==> src/hdl/sarp_pkg.sv <==
`timescale 1ns / 1ps
`default_nettype none

package sarp_pkg;

    localparam int IP_W     = 32;
    localparam int MAC_W    = 48;
    localparam int OPC_W    = 3;
    localparam int STAT_W   = 2;
    localparam int ECOUNT_W = 7;

    // Largest value the reported entry count can carry
    localparam int COUNT_MAX = 127;

    // Operation codes
    localparam logic [OPC_W-1:0] OP_INSERT = 3'd0;
    localparam logic [OPC_W-1:0] OP_LOOKUP = 3'd1;
    localparam logic [OPC_W-1:0] OP_DELETE = 3'd2;
    localparam logic [OPC_W-1:0] OP_UPDATE = 3'd3;
    localparam logic [OPC_W-1:0] OP_CLEAR  = 3'd4;

    // Status codes
    localparam logic [STAT_W-1:0] ST_DONE    = 2'd0;
    localparam logic [STAT_W-1:0] ST_MISSING = 2'd1;
    localparam logic [STAT_W-1:0] ST_FULL    = 2'd2;

    typedef struct packed {
        logic [OPC_W-1:0] opcode;
        logic [IP_W-1:0]  ip_address;
        logic [MAC_W-1:0] mac_address;
    } t_in_word;

    typedef struct packed {
        logic [STAT_W-1:0]   status;
        logic [MAC_W-1:0]    found_mac;
        logic [ECOUNT_W-1:0] entry_count;
    } t_out_word;

    typedef struct packed {
        logic             valid;
        logic [IP_W-1:0]  ip;
        logic [MAC_W-1:0] mac;
    } t_entry;

    // Broadcast from the sequencer to every cell
    typedef struct packed {
        logic sample;   // latch compare flags against the incoming key
        logic insert;   // open a slot at the insert point, shift right
        logic remove;   // close the first matching slot, shift left
        logic update;   // overwrite MAC of the first matching slot
        logic clear;    // drop every entry
    } t_cell_ctrl;

endpackage

`default_nettype wire

==> src/hdl/sarp_cell.sv <==
`timescale 1ns / 1ps
`default_nettype none

module sarp_cell (
    input  wire logic                 i_clk,
    input  wire logic                 i_rst_n,
    input  wire sarp_pkg::t_cell_ctrl i_ctrl,
    input  wire logic [sarp_pkg::IP_W-1:0] i_cmp_ip,
    input  wire sarp_pkg::t_entry     i_new,
    input  wire sarp_pkg::t_entry     i_left,
    input  wire sarp_pkg::t_entry     i_right,
    input  wire logic                 i_prev_lt,
    output sarp_pkg::t_entry          o_entry,
    output logic                      o_lt,
    output logic                      o_first
);

    logic                        r_valid;
    logic [sarp_pkg::IP_W-1:0]   r_ip;
    logic [sarp_pkg::MAC_W-1:0]  r_mac;
    logic                        r_lt;
    logic                        r_eq;

    assign o_entry = '{valid: r_valid, ip: r_ip, mac: r_mac};
    assign o_lt    = r_lt;
    // first match: equal here, and the neighbour below sorts lower (or none)
    assign o_first = r_eq && i_prev_lt;

    always_ff @(posedge i_clk) begin
        if (!i_rst_n) begin
            r_valid <= 1'b0;
            r_lt    <= 1'b0;
            r_eq    <= 1'b0;
        end else begin
            if (i_ctrl.sample) begin
                r_lt <= r_valid && (r_ip < i_cmp_ip);
                r_eq <= r_valid && (r_ip == i_cmp_ip);
            end
            priority if (i_ctrl.clear) begin
                r_valid <= 1'b0;
            end else if (i_ctrl.insert && !r_lt) begin
                r_valid <= i_prev_lt ? 1'b1 : i_left.valid;
            end else if (i_ctrl.remove && !r_lt) begin
                r_valid <= i_right.valid;
            end else begin
                // hold
            end
        end
    end

    // payload: no reset
    always_ff @(posedge i_clk) begin
        priority if (i_ctrl.insert && !r_lt) begin
            r_ip  <= i_prev_lt ? i_new.ip  : i_left.ip;
            r_mac <= i_prev_lt ? i_new.mac : i_left.mac;
        end else if (i_ctrl.remove && !r_lt) begin
            r_ip  <= i_right.ip;
            r_mac <= i_right.mac;
        end else if (i_ctrl.update && o_first) begin
            r_mac <= i_new.mac;
        end else begin
            // hold
        end
    end

endmodule

`default_nettype wire

==> config.mk <==
export PLATFORM = sky130hd
export DESIGN_NAME = sarp_cell
export DESIGN_NICKNAME = d
export VERILOG_FILES = /design/src/hdl/sarp_pkg.sv /design/src/hdl/sarp_cell.sv
export SDC_FILE = /design/constraint.sdc
export NUM_CORES = 1
export LEC_CHECK = 0
export ABC_CLOCK_PERIOD_IN_PS = 6400
export BUFFER_PORTS_ARGS = -buffer_cell sky130_fd_sc_hd__clkbuf_2
export CAP_MARGIN = 20
export CORE_AREA = 3 3 143 145
export CTS_BUF_LIST = sky130_fd_sc_hd__clkbuf_16
export DETAILED_ROUTE_END_ITERATION = 10
export DIE_AREA = 0 0 146 148
export GPL_TIMING_DRIVEN = 0
export MAX_ROUTING_LAYER = met4
export PLACE_DENSITY = 0.52
export SLEW_MARGIN = 20
export SYNTH_ARGS = -nofsm -noshare
export SYNTH_HDL_FRONTEND = slang
export SYNTH_SLANG_ARGS = --single-unit
==> constraint.sdc <==
create_clock -name i_clk -period 6.4 [get_ports i_clk]
set_input_delay 0.64 -clock i_clk [delete_from_list [all_inputs] [get_ports i_clk]]
set_output_delay 0.64 -clock i_clk [all_outputs]
set_load 0.01 [all_outputs]
After elaboration in Yosys (flattened, before gate mapping)
Cells that the tools add are included.
Word-level totals
  register bits after elaboration: 83
  bits in latches: 0
  RAM bits: 0
  ROM bits: 0
  input port bits: 283
  logic and storage cells: 28
  memories: 0
Cells by class
  $add $sub $neg: 0
  $mul: 0
  div/mod/pow operators: 0
  magnitude comparators: 1
  equality and inequality tests: 1
  shifts and indexed selects: 0
  muxes and demuxes: 10
  bitwise logic cells: 1
  reductions and logical operators: 10
Operators with widths (count)
  $mux W48: 4
  $mux W32: 3
  $eq A32 B32 Y1: 1
  $lt A32 B32 Y1: 1
  $logic_and A1 B1 Y1: 6
  $mux W1: 3
  $reduce_bool A3 Y1: 1
  $reduce_bool A2 Y1: 1
  $reduce_or A2 Y1: 1
  $logic_not A1 Y1: 1
  $not A1 Y1: 1

Logic depth before layout (Yosys ltp)
  depth after elaboration: 5
  gate-level depth with buffers: 7
  gate-level depth less buffers: 7

Worst setup path after synthesis
OpenSTA, ideal clock, no wires.
  kind: input to register
  start: input port i_ctrl[3] in the netlist's numbering
  end: register r_mac[0] in the netlist's numbering (enable)
  setup time: 404 ps
  arrival: 2198 ps
  required time: 5996 ps
  setup slack: 3798 ps
  stages: 3
  cell sequence: o21bai_1 inv_2 a21o_1
On the way
  cells in the longest elaborated chain, start to end: 2
RTL lines
  from (decl): RTL line sarp_cell.sv:7  | input wire sarp_pkg::t_cell_ctrl i_ctrl,
  $logic_and A1 B1 Y1: RTL line sarp_cell.sv:53  | priority if (i_ctrl.insert && !r_lt) begin
  $reduce_bool A3 Y1 (no source line)
  to (signal assigned): RTL line sarp_cell.sv:55  | r_mac <= i_prev_lt ? i_new.mac : i_left.mac;
  to (signal assigned): RTL line sarp_cell.sv:58  | r_mac <= i_right.mac;
  to (signal assigned): RTL line sarp_cell.sv:60  | r_mac <= i_new.mac;
  to (decl): RTL line sarp_cell.sv:20  | logic [sarp_pkg::MAC_W-1:0] r_mac;
No other way between the ends.
A chain may end at the register's enable or synchronous reset.

Worst setup path after layout
  start: register r_lt (netlist: o_lt)
  end: register r_mac[45] in the netlist's numbering, data pin
On the way
  cells in the longest elaborated chain, start to end: 4
RTL lines
  from (decl): RTL line sarp_cell.sv:21  | logic r_lt;
  from (signal assigned): RTL line sarp_cell.sv:36  | r_lt <= r_valid && (r_ip < i_cmp_ip);
  $logic_not A1 Y1 *: RTL line sarp_cell.sv:53, sarp_cell.sv:56
  $logic_and A1 B1 Y1: RTL line sarp_cell.sv:56  | end else if (i_ctrl.remove && !r_lt) begin
  $mux W48: RTL line sarp_cell.sv:56
  $mux W48 *: RTL line sarp_cell.sv:53
Every way passes the cells marked *; elsewhere a longest branch is shown, timed or not.

==> impl_metrics.py <==
metrics = {
    "logic_synthesis": {
        "ys_seq_area_share_pct": 51.5,
        "synth-edff-count": 80,
        "synth_area_leader_cell": "edfxtp_1",
        "synth_common_cells": "inv_1 (81), edfxtp_1 (80), a222oi_1 (48)",
        "syn_nets": 751,
        "yosysWarnings": 0,
        "synth_top_area_share_pct": 50.3,
        "synth_area_per_cell_sq_um": 11.0,
        "async_reset_ff_share_pct": 0,
        "synthDistinctLibCells": 37,
        "syn_inst": 436,
        "synthTopCellsByArea": "edfxtp_1 (50%), a222oi_1 (10%), ha_1 (8.4%)",
        "synth_ff_type": "edfxtp_1",
        "synth.most_common_cell": "inv_1",
        "ys_seq_elements": 83,
        "syn_area_sq_um": 4780,
    },
    "finish": {
        "layout-drive-gt1-share_pct": 48.5,
        "fillers": 2016,
        "final_cell_area_sq_um": 7240,
        "nNetsFinal": 1126,
        "final_cells": 1082,
        "final_util_pct": 37.4,
        "areaGrowthSynthToFinish_pct": 51.4,
    },
    "floorplan": {
        "dieWidth_um": 146,
        "core_area_sq_um": 19300,
        "initial_utilization_pct": 24.7,
        "row_count": 51,
        "die-area_sq_um": 21600,
        "die_h_um": 148,
        "ioPinCount": 366,
    },
    "clocking": {
        "cts_resized": 0,
        "clk_path_buf_depth": 2,
        "cts_tree": "yes",
        "cts_htree_levels": 3,
        "worstSkewPairLatency_ns": 0.34,
        "cts_buffers": 9,
        "path_clk_slew_ns": 0.06,
        "cts_sinks": 83,
        "cts_root_buffer": "clkbuf_16",
        "hold_buffers": 0,
        "cts_setup_buffers": 0,
    },
    "routing": {
        "viasPerCell": 4.48,
        "ant_nets": 0,
        "drtIter0Drc": 263,
        "drc": 0,
        "drt-total-wl_um": 17900,
        "avgRoutedWirePerCell_um": 16.6,
        "first_pass_iters": 6,
        "vias": 4844,
    },
    "sta": {
        "final-max-slew-violation-count": 0,
        "slew_headroom_pct": 47.8,
        "fin_skew_ns": 0.00718,
        "max_freq_mhz": 403,
        "finalSetupViolCount": 0,
        "timing.setup.tns_ns": 0,
        "worst_hold_slack_ns": 0.465,
        "final-hold-violation-count": 0,
        "timing.final.crit_share_pct": 38.7,
        "layout_setup_ws_ns": 3.92,
        "grt_setup_unrepaired": "no",
        "finalCriticalPeriod_ns": 2.48,
        "worstMarginPinSlew_ns": 0.783,
    },
    "place": {
        "placedCellCount": 1065,
        "dp.final_hpwl_um": 15100,
        "place_area_sq_um": 6950,
        "dp_slack_ns": 3.47,
        "io_buffers": 363,
        "place.gp.congestion": 0.796,
    },
    "power_and_ir_drop": {
        "irDropWorstVdd_v": 0.000109,
        "power_frac_comb_pct": 24.1,
        "seqPwrFrac_pct": 43.9,
        "p_int_mw": 1.15,
        "p_sw_share_pct": 27.7,
        "power_mw": 1.59,
        "netSwitchingPower_uw": 441,
        "pwr_density_cell_nw_per_um2": 220,
        "power_leakage_nw": 3.85,
        "power_frac_clock_pct": 32.0,
    },
    "critical_path": {
        "end_kind": "register",
        "worst-path-buf-inv": 4,
        "cp.arrival_ns": 2.56,
        "cp.required_ns": 6.48,
        "crit_type": "register to register",
        "crit_chain": "o21bai_1, inv_2, o21ai_2, buf_2, buf_6, a222oi_1, inv_1",
        "cp-start-kind": "register",
        "path_delay_family": "buffers and inverters",
        "cpMaxStageDelayCell": "inv_2",
        "critPathMaxFanout": 34,
        "slowest_delay_ns": 0.58,
    },
    "outcome": {
        "status": "complete, no violations",
    },
    "grt": {
        "grt_max_degree": 35,
        "grt_overflow": 0,
        "grt_antenna_before_repair": 1,
        "track_usage_pct": 16.5,
        "first_global_vias": 4998,
        "grt_pass1_wl_um": 27100,
    },
    "min_path": {
        "hold_class": "register to register",
    },
    "flow_run": {
        "max_cap_viol_count": 0,
    },
}
registers in the layout (all words and copies together) (netlist names):
register  count
r_valid       1
r_eq          1
o_lt          1
r_mac        48
r_ip         32
worst register-to-register path: stages, from the launching register on:
cell and delay, ns:
dfxtp_1 0.37, o21bai_1 0.22, inv_2 0.58, o21ai_2 0.18, buf_2 0.25, buf_6 0.17
a222oi_1 0.38, inv_1 0.09
metal layers:
layer  vias to the layer above  track usage [%]  part of all wire, %  wire length [um]
met5                         -                -                    0                 0
met4                         0             6.35                  2.8               503
met3                        27             3.37                  7.3              1310
met2                       234             28.6                   51              9210
met1                      2185             18.8                   39              6910
li1                       2398                -                    -                 -
cells by family after synthesis:
| kind of cell | after synthesis | share of synthesized area, % |
|---|---|---|
| compound gates | 112 | 17.8 |
| buf+inv | 110 | 9.35 |
| flops | 83 | 51.5 |
| simple gates | 67 | 6.23 |
| mux | 32 | 6.70 |
| fa+ha+maj | 32 | 8.38 |
path summary, 6_finish.rpt:
kind | from | slack [ns] | cells after the start | end
min | r_eq | 0.46 | 2 | r_eq
min reg2reg | r_eq | 0.46 | 2 | r_eq
max reg2reg | o_lt | 3.92 | 7 | r_mac[45]
max | o_lt | 3.92 | 7 | r_mac[45]
cell usage in the layout (no fill, tap or decap), types with 3 or more instances in the layout:
cell type and n:
buf_2 9, ha_1 32, nand2b_1 3, mux2i_1 32, a222oi_1 48, clkbuf_1 11, clkbuf_2 363, a21oi_1 14
buf_1 3, dfxtp_1 3, nand4_1 7, nor2_1 6, o21ai_0 34, nand2_1 40, inv_1 83, nand3_1 4
clkbuf_16 9, edfxtp_1 80
power groups by stage:
stage | combinational [mW] | sequential [mW] | clock (mW)
2_1_floorplan | 0.151 | 0.739 | 0
3_3_place_gp | 0.388 | 0.709 | 0
3_5_place_dp | 0.390 | 0.710 | 0
4_1_cts | 0.393 | 0.699 | 0.531
5_1_grt | 0.431 | 0.705 | 0.550
6_report | 0.383 | 0.698 | 0.508
layout make-up:
class	instances	area, sq um	share of cell area [%]
Antenna cell	1	2.50	0.0346
Buffer	27	135	1.87
Clock buffer	9	225	3.11
Clock inverter	7	61.3	0.847
Inverter	83	312	4.30
Multi-Input combinational cell	243	1870	25.9
Sequential cell	83	2460	34.0
Tap cell	265	332	4.58
Timing Repair Buffer	364	1840	25.4
No activity file was read; power rests on OpenSTA's default activity.
